**src/rtl/core/mep_pkg.sv**
```systemverilog
// Package for the maximum-value expression parenthesization core.
// Holds the sizing constants, operator codes and the structs shared by the modules.
// Depends on nothing.
`timescale 1ns / 1ps

package mep_pkg;

   // Sizing of the interval tables and the digit counter.
   localparam int MAX_DIGITS = 16;
   localparam int IDX_W      = $clog2(MAX_DIGITS);
   localparam int COUNT_W    = $clog2(MAX_DIGITS + 1);
   localparam int DEPTH      = MAX_DIGITS * MAX_DIGITS;
   localparam int ADDR_W     = $clog2(DEPTH);

   // Field widths of the transactions.
   localparam int DIGIT_W   = 4;
   localparam int MODE_W    = 2;
   localparam int DIGIT_MAX = 9;
   localparam int VALUE_W   = 52;
   localparam int HALF_W    = VALUE_W / 2;
   localparam int NUM_PROD  = 4;

   typedef enum logic [MODE_W-1:0] {
      OP_ADD = 2'd0,
      OP_SUB = 2'd1,
      OP_MUL = 2'd2
   } op_type;

   typedef logic signed [VALUE_W-1:0] value_type;

   // One interval table entry: greatest and least reachable value.
   typedef struct packed {
      value_type hi;
      value_type lo;
   } entry_type;

   // One split evaluation travelling down the split pipeline.
   typedef struct packed {
      logic              valid;
      logic              first;
      logic              last;
      op_type            op;
      logic [ADDR_W-1:0] addr;
   } token_type;

   // Write request into the interval memory.
   typedef struct packed {
      logic              en;
      logic [ADDR_W-1:0] addr;
      entry_type         data;
   } write_type;

   typedef struct packed {
      logic [DIGIT_W-1:0] digit;
      logic [MODE_W-1:0]  mode;
      logic               last;
   } req_type;

   typedef struct packed {
      logic signed [VALUE_W-1:0] max_value;
      logic signed [VALUE_W-1:0] min_value;
      logic                      too_long;
   } rsp_type;

endpackage

```
**src/rtl/core/mep_sequencer.sv**
```systemverilog
// Sequencer: loads digits and operators, walks intervals by length, issues one split
// per cycle except while draining, then reads the whole-range entry. Uses mep_pkg.
`timescale 1ns / 1ps

module mep_sequencer (
   input  logic                        clock,
   input  logic                        reset,
   input  logic                        start,
   input  mep_pkg::req_type            req_data,
   output logic                        busy,
   output logic                        rsp_valid,
   output mep_pkg::rsp_type            rsp_data,
   input  mep_pkg::write_type          wb,
   input  mep_pkg::entry_type          final_data,
   output logic [mep_pkg::ADDR_W-1:0]  rd_addr_a,
   output logic [mep_pkg::ADDR_W-1:0]  rd_addr_b,
   output mep_pkg::write_type          ram_wr,
   output mep_pkg::token_type          tok
);

   typedef enum logic [4:0] {
      S_LOAD     = 5'b00001,
      S_ISSUE    = 5'b00010,
      S_DRAIN    = 5'b00100,
      S_FINAL_RD = 5'b01000,
      S_FINAL    = 5'b10000
   } state_type;

   function automatic logic [mep_pkg::ADDR_W-1:0] cell_addr(
      input logic [mep_pkg::IDX_W-1:0] row,
      input logic [mep_pkg::IDX_W-1:0] col);
      cell_addr = mep_pkg::ADDR_W'(row * mep_pkg::MAX_DIGITS + col);
   endfunction

   state_type state_ff, state_in;
   logic [mep_pkg::COUNT_W-1:0] count_ff, count_in, n_ff, n_in, n_load;
   logic                        overflow_ff, overflow_in;
   logic                        too_long_ff, too_long_in;
   logic                        done_ff, done_in;
   logic [mep_pkg::IDX_W-1:0]   len_ff, len_in, i_ff, i_in, k_ff, k_in;
   logic [mep_pkg::IDX_W-1:0]   j, k_next;
   logic                        accept, store, split_last, row_end, pass_end;
   logic [mep_pkg::DIGIT_W-1:0] digit_sat;
   mep_pkg::op_type             mode_op;
   mep_pkg::op_type             ops_ff [mep_pkg::MAX_DIGITS-1];
   logic                        rsp_valid_ff, rsp_valid_in;
   mep_pkg::rsp_type            rsp_data_ff, rsp_data_in;
   mep_pkg::value_type          digit_value;

   // Input decode: saturate the digit and fold the unused operator code to add.
   always_comb begin
      accept = start && (state_ff == S_LOAD);
      store  = accept && (count_ff < mep_pkg::COUNT_W'(mep_pkg::MAX_DIGITS));
      n_load = store ? count_ff + mep_pkg::COUNT_W'(1) : count_ff;
      digit_sat = (req_data.digit > mep_pkg::DIGIT_W'(mep_pkg::DIGIT_MAX)) ?
                  mep_pkg::DIGIT_W'(mep_pkg::DIGIT_MAX) : req_data.digit;
      digit_value = $signed({(mep_pkg::VALUE_W - mep_pkg::DIGIT_W)'(0), digit_sat});
      case (req_data.mode)
         mep_pkg::OP_SUB: mode_op = mep_pkg::OP_SUB;
         mep_pkg::OP_MUL: mode_op = mep_pkg::OP_MUL;
         default:         mode_op = mep_pkg::OP_ADD;
      endcase
   end

   // Interval walk: interval (i, j) with j = i + len, split point k.
   always_comb begin
      j          = i_ff + len_ff;
      k_next     = k_ff + mep_pkg::IDX_W'(1);
      split_last = (k_next == j);
      row_end    = (mep_pkg::COUNT_W'(i_ff) + mep_pkg::COUNT_W'(len_ff)
                    + mep_pkg::COUNT_W'(1)) == n_ff;
      pass_end   = (mep_pkg::COUNT_W'(len_ff) + mep_pkg::COUNT_W'(1)) == n_ff;
   end

   // Split tokens and memory addresses.
   always_comb begin
      tok.valid = (state_ff == S_ISSUE);
      tok.first = (k_ff == i_ff);
      tok.last  = split_last;
      tok.op    = ops_ff[k_ff];
      tok.addr  = cell_addr(i_ff, j);
      if (state_ff == S_FINAL_RD) begin
         rd_addr_a = cell_addr(mep_pkg::IDX_W'(0),
                               mep_pkg::IDX_W'(n_ff - mep_pkg::COUNT_W'(1)));
      end else begin
         rd_addr_a = cell_addr(i_ff, k_ff);
      end
      rd_addr_b = cell_addr(k_next, j);
   end

   // Memory write: diagonal entries while loading, interval results otherwise.
   always_comb begin
      if (state_ff == S_LOAD) begin
         ram_wr.en      = store;
         ram_wr.addr    = cell_addr(count_ff[mep_pkg::IDX_W-1:0],
                                    count_ff[mep_pkg::IDX_W-1:0]);
         ram_wr.data.hi = digit_value;
         ram_wr.data.lo = digit_value;
      end else begin
         ram_wr = wb;
      end
   end

   // Control state machine.
   always_comb begin
      state_in     = state_ff;
      count_in     = count_ff;
      overflow_in  = overflow_ff;
      too_long_in  = too_long_ff;
      n_in         = n_ff;
      done_in      = done_ff;
      len_in       = len_ff;
      i_in         = i_ff;
      k_in         = k_ff;
      rsp_valid_in = 1'b0;
      rsp_data_in  = rsp_data_ff;
      unique case (state_ff)
         S_LOAD: begin
            if (accept) begin
               if (store) begin
                  count_in = count_ff + mep_pkg::COUNT_W'(1);
               end else begin
                  overflow_in = 1'b1;
               end
               if (req_data.last) begin
                  count_in    = '0;
                  overflow_in = 1'b0;
                  too_long_in = overflow_ff || !store;
                  n_in        = n_load;
                  len_in      = mep_pkg::IDX_W'(1);
                  i_in        = '0;
                  k_in        = '0;
                  done_in     = 1'b0;
                  state_in    = (n_load == mep_pkg::COUNT_W'(1)) ? S_FINAL_RD : S_ISSUE;
               end
            end
         end
         S_ISSUE: begin
            if (split_last) begin
               state_in = S_DRAIN;
               if (row_end) begin
                  i_in    = '0;
                  k_in    = '0;
                  len_in  = len_ff + mep_pkg::IDX_W'(1);
                  done_in = pass_end;
               end else begin
                  i_in = i_ff + mep_pkg::IDX_W'(1);
                  k_in = i_ff + mep_pkg::IDX_W'(1);
               end
            end else begin
               k_in = k_next;
            end
         end
         S_DRAIN: begin
            if (wb.en) begin
               state_in = done_ff ? S_FINAL_RD : S_ISSUE;
            end
         end
         S_FINAL_RD: begin
            state_in = S_FINAL;
         end
         S_FINAL: begin
            rsp_valid_in          = 1'b1;
            rsp_data_in.max_value = final_data.hi;
            rsp_data_in.min_value = final_data.lo;
            rsp_data_in.too_long  = too_long_ff;
            state_in              = S_LOAD;
         end
         default: begin
            state_in = S_LOAD;
         end
      endcase
   end

   // Control registers.
   always_ff @(posedge clock) begin
      if (reset) begin
         state_ff     <= S_LOAD;
         count_ff     <= '0;
         overflow_ff  <= 1'b0;
         rsp_valid_ff <= 1'b0;
      end else begin
         state_ff     <= state_in;
         count_ff     <= count_in;
         overflow_ff  <= overflow_in;
         rsp_valid_ff <= rsp_valid_in;
      end
   end

   // Walk counters, result payload and the operator store.
   always_ff @(posedge clock) begin
      too_long_ff <= too_long_in;
      n_ff        <= n_in;
      done_ff     <= done_in;
      len_ff      <= len_in;
      i_ff        <= i_in;
      k_ff        <= k_in;
      rsp_data_ff <= rsp_data_in;
      if (store && !req_data.last &&
          (count_ff < mep_pkg::COUNT_W'(mep_pkg::MAX_DIGITS - 1))) begin
         ops_ff[count_ff[mep_pkg::IDX_W-1:0]] <= mode_op;
      end
   end

   assign busy      = (state_ff != S_LOAD);
   assign rsp_valid = rsp_valid_ff;
   assign rsp_data  = rsp_data_ff;

`ifndef ASSERT_OFF
   // A result strobe lasts exactly one cycle.
   a_rsp_single: assert property (@(posedge clock) disable iff (reset)
      rsp_valid |=> !rsp_valid)
      else $error("result strobe held for more than one cycle");

   // The core only becomes free again together with its result.
   a_busy_release: assert property (@(posedge clock) disable iff (reset)
      $fell(busy) |-> rsp_valid)
      else $error("busy dropped without a result");

   // The digit count never passes the capacity.
   a_count_bound: assert property (@(posedge clock) disable iff (reset)
      count_ff <= mep_pkg::COUNT_W'(mep_pkg::MAX_DIGITS))
      else $error("digit count beyond capacity");
`endif

endmodule

```
**config.mk**
```make
export PLATFORM = sky130hd
export DESIGN_NAME = mep_sequencer
export DESIGN_NICKNAME = d
export VERILOG_FILES = /design/src/rtl/core/mep_pkg.sv /design/src/rtl/core/mep_sequencer.sv
export SDC_FILE = /design/constraint.sdc
export NUM_CORES = 1
export LEC_CHECK = 0
export BUFFER_PORTS_ARGS = -buffer_cell sky130_fd_sc_hd__buf_2
export CELL_PAD_IN_SITES_DETAIL_PLACEMENT = 0
export CELL_PAD_IN_SITES_GLOBAL_PLACEMENT = 2
export CORE_AREA = 2 2 185 187
export DETAILED_ROUTE_END_ITERATION = 7
export DIE_AREA = 0 0 187 189
export PLACE_DENSITY_LB_ADDON = 0.1
export SLEW_MARGIN = 10
export SYNTH_ARGS = -nofsm -noshare
export SYNTH_HDL_FRONTEND = slang
export SYNTH_SLANG_ARGS = --single-unit
```
**constraint.sdc**
```tcl
create_clock -name clock -period 7.6 [get_ports clock]
set_input_delay 0.76 -clock clock [delete_from_list [all_inputs] [get_ports clock]]
set_output_delay 0.76 -clock clock [all_outputs]
set_load 0.05 [all_outputs]
```
# Yosys cells after proc, flatten, opt, wreduce, memory -nomap -nowiden
# Memories as Yosys holds them, arrays and structs flattened. A register that Yosys moved wholly into a read port is not among the register bits.
# Index checks and enable logic that the tools add are counted.
# op_classes
add_sub_neg,13
n_lt_le_gt_ge,3
eq_ne,19
mux,36
reduce_logical,15
# ops
operator,count
113-bit 2-to-1 mux,1
4-bit 2-to-1 mux,13
8-bit by 4-bit adder with 8-bit output,4
5-bit 2-to-1 mux,6
4-bit case mux with 2 select lines,3
5-bit case mux with 4 select lines,1
4-bit by 1-bit adder with 4-bit output (second input constant),3
5-bit by 1-bit adder with 5-bit output (second input constant),2
5-bit by 1-bit equality test with 1-bit output (second input constant),2
5-bit equality test,2
1-bit 2-to-1 mux,9
3-bit AND reduction,3
4-bit equality test,2
8-bit 2-to-1 mux,1
2-bit inequality test (second input constant),4
4-bit AND reduction,2
4-bit by 1-bit adder with 5-bit output (second input constant),1
4-bit by 4-bit adder with 5-bit output,1
5-bit by 2-bit equality test with 1-bit output (second input constant),1
5-bit by 3-bit equality test with 1-bit output (second input constant),1
5-bit by 4-bit equality test with 1-bit output (second input constant),1
5-bit equality test (second input constant),1
5-bit by 4-bit less-than comparator with 1-bit output (second input constant),1
5-bit less-than comparator (second input constant),1
other kinds (15),20
# word_totals
regBits,136
ram_bits,30
input_bits,227
output_inout_bits,249
wordCells,100
memories,1
# memory_table
name,words,word_bits,read_ports,rd_ports_with_merged_regs,write_ports,line,rtl
ops_ff,15,2,1,1,1,mep_sequencer.sv:45,mep_pkg::op_type ops_ff [mep_pkg::MAX_DIGITS-1];

# Depth between registers and ports, before layout
# logic_depth
depth_word,9
depth_mapped,10
mapped_depth_nobuf,10

# Worst setup path after synthesis
# Ideal clock, no wire load.
# synth_path
kind,flip-flop to flip-flop
start,reg state_ff[1]
end,"reg rsp_data_ff, in the netlist rsp_data[0], enable pin"
setup_time_ps,477
arrival_ps,3108
t_required_ps,7123
setup_slack_ps,4015
path_stages_with_launch,3
n_path_buf,0
synth_period_minus_slack_ps,3585
cell_sequence,dfxtp_1 -> nor3_2 -> and3b_1
# synth_via
elab_chain_cells,1
# synth_rtl
element,line,rtl
"start, declared",mep_sequencer.sv:35,"state_type state_ff, state_in;"
"start signal, assigned",mep_sequencer.sv:183,state_ff <= state_in;
5-bit equality test,mep_sequencer.sv:117,unique case (state_ff)
"end signal, assigned",mep_sequencer.sv:198,rsp_data_ff <= rsp_data_in;
"end, declared",mep_sequencer.sv:47,"mep_pkg::rsp_type rsp_data_ff, rsp_data_in;"
# Every way passes these cells.
# A chain may end at the register's enable or synchronous reset.

==> results.cfg <==
[global_route]
grt_usage_pct = 15.2
grt_remaining_overflow = 0
antenna_found_initial = 5
first_global_vias = 6111
grt_max_degree = 108
grt_pass1_wl_um = 39400

[yosys]
synth_area_leaders = edfxtp_1 62%, and2_1 8.6%, dfxtp_1 4.3%
yosysWarnings = 0
synthSimpleGateAreaFrac_pct = 16.7
synthCells = 553
synthArstFlopShare_pct = 0
yosysTopAreaCell = edfxtp_1
synth-seq-area-share_pct = 66.3
syn_area_per_cell_um2 = 13.5
synth_compound_area_share_pct = 5.13
synth_edf_count = 154
syn-cell-area_mm2 = 0.00746
synthDistinctLibCells = 52
ys_seq_elements = 170
synth-adder-area-share_pct = 2.72
synthMuxAreaShare_pct = 2.68
synth-xor-area-share_pct = 3.92
synth_top_family_by_area = simple AND/OR/NAND/NOR gates
yosys_most_used_dff = edfxtp_1
yosysTopAreaCellShare_pct = 62.0
syn_nets = 795

[cts]
holdBufCountCts = 0
clk_pin_slew_ns = 0.06
cts_max_level = 4
cts_resized = 0
insertion_delay_ns = 0.43
cts_tree = built
clockBufferDepth = 2
cts_buffers = 17
root_buffer = clkbuf_16
clock_sinks = 170
post-cts-setup-buffers = 0

[cells_and_area]
areaGrowthSynthToFinish_pct = 46.1
drive_gt1_share_pct = 51.2
fin_util_pct = 32.8
nets = 1263

[setup_path]
endpoint_kind = output port
cp.buffers_inverters = 2
path_max_fanout = 8
path_cells = ha_1, fa_1, xnor2_1, xor2_1, nand2_1, nor2b_1, buf_4, buf_2
critPathMaxStageDelay_ns = 0.48
critical_path_class = flip-flop to output port
cp.arrival_ns = 2.85
critPathLaunchType = flip-flop
crit_slowest_cell = edfxtp_1
required_ns = 6.84
critPathTopFamily = adder cells

[die]
io_pins = 476
initial_core_util_pct = 22.4
fp.dieH_um = 189
row_count = 67
die_area_mm2 = 0.0353
fp.dieW_um = 187
coreArea_mm2 = 0.0333

[sta]
setup_tns_ns = 0
relSlewSlack_pct = 28.5
finalHoldViolCount = 0
rsz0062_at_grt = no
fmax_ghz = 0.277
period_minus_slack_ns = 3.61
fin_crit_sh_pct = 47.5
fin_worst_skew_ns = 0.00657
slew_viol_final = 0
whs_ns = 0.462
setup_violations = 0
setup_ws_ns = 3.99
worst_pin_slew_ns = 1.07

[power]
power.density_mw_per_mm2 = 399
finalPower_mw = 4.35
ir_drop_mv = 0.242
p_leak_nw = 4.87

[route]
ant_nets = 0
totalWireLength_um = 27300
drt_pass1_iterations = 4
drt_iter0_markers = 304
drc = 0
vias_per_cell = 3.99
wl_per_cell_um = 18.4
vias = 5924

[placement]
pre_cts_slack_ns = 4.47
place_congestion = 0.819
hpwlAfterDp_um = 22300
portBuffers = 475

[flow_run]
max_cap_viol_count = 0

[hold_path]
hp-class = flip-flop to flip-flop

[status]
status = finished, final reports clean
## routing by layer
layer / part of all wire [%] / global-route usage [%]
met4: 1.4 / 4.64
met2: 54 / 28.9
met1: 36 / 15.4
met3: 8.4 / 5.62
met5: 0.15 / 0
## placed cells by master (no fill, tap or decap), types with 3 or more instances in the layout
cell type	synthesis	final
dfxtp_1	16	16
edfxtp_1	154	154
and2_1	103	103
a21oi_1	9	9
nor3_1	4	4
xor2_1	13	13
a211oi_1	3	3
o21a_1	3	3
clkinv_2	0	3
nor2_1	33	33
nand3b_1	6	6
clkinvlp_4	0	3
nor2b_1	8	8
bufinv_16	0	3
clkbuf_16	0	17
inv_1	16	15
ha_1	13	13
buf_4	5	3
a21o_1	5	5
a22o_1	5	5
or4_1	3	3
buf_2	4	475
mux4_2	8	8
nand2_1	46	46
nand2b_1	5	5
nand3_1	10	10
o21ai_0	13	13
xnor2_1	16	16
## layout make-up
class / instances / area [um2]
antenna: 2 / 5.00
clock buffer: 21 / 460
clock inverter: 11 / 145
fill: 3434 / 22400
inverter: 16 / 60.1
multi-input combinational: 338 / 2330
sequential: 170 / 4940
tap: 448 / 561
timing repair buffer: 478 / 2400
## cell families (layout without fill, tap and decap cells)
kind of cell / Yosys count / after routing
flip-flops: 170 / 170
adder cells (fa/ha/maj): 15 / 15
buffers and inverters: 45 / 526
multiplexers: 10 / 10
XOR/XNOR: 31 / 31
other: 0 / 2
AND/OR/NAND/NOR: 230 / 230
AO/OA/AOI/OAI: 52 / 52
## state kept, by name (all words and copies together) (netlist names), 4 cells and up, named ones only
register and flops:
count_ff 5, i_ff 4, k_ff 4, len_ff 4, n_ff 5, ops_ff 30, rsp_data 105, state_ff 5
## worst reg2reg max path, cell delays in order (launching register included)
cell and delay, ns:
edfxtp_1 0.48, ha_1 0.28, fa_1 0.38, xnor2_1 0.32
xor2_1 0.26, nand2_1 0.10, nor2b_1 0.13, buf_4 0.19
nand2_1 0.12, a21oi_1 0.44
## worst paths after layout
| check | startpoint | end | slack [ns] | cells after the start |
|---|---|---|---|---|
| max | i_ff[0] | tok[10] | 3.99 | 8 |
| min | overflow_ff | overflow_ff | 0.46 | 2 |
| max reg2reg | i_ff[0] | done_ff | 4.54 | 9 |
| min reg2reg | overflow_ff | overflow_ff | 0.46 | 2 |
## power by group
| group | total [mW] | internal (mW) | switching, mW |
|---|---|---|---|
| clock network | 0.887 | 0.534 | 0.353 |
| logic | 2.32 | 0.567 | 1.75 |
| registers | 1.14 | 1.07 | 0.0715 |
## per-stage QoR
step | cells | area, um2
after floorplan | 553 | 7460
final | 1484 | 10900
after global placement | 1450 | 10300
after global routing | 1484 | 10900
after detailed placement | 1450 | 10300
after CTS | 1482 | 10900
## cell usage after synthesis (all sizes together) (3+ instances only)
cell type / number
a21oi: 10
a21o: 5
inv: 16
nor3: 5
or4: 3
xnor2: 16
nand3: 11
a31oi: 3
o21ai: 13
edfxtp: 154
nand2: 46
clkbuf: 19
ha: 13
nor2: 33
nand3b: 6
and2: 104
buf: 10
dfxtp: 16
nor2b: 8
xor2: 14
a22o: 5
nand2b: 5
mux4: 8
a211oi: 4
o21a: 3
(Power assumes the default switching activity.)
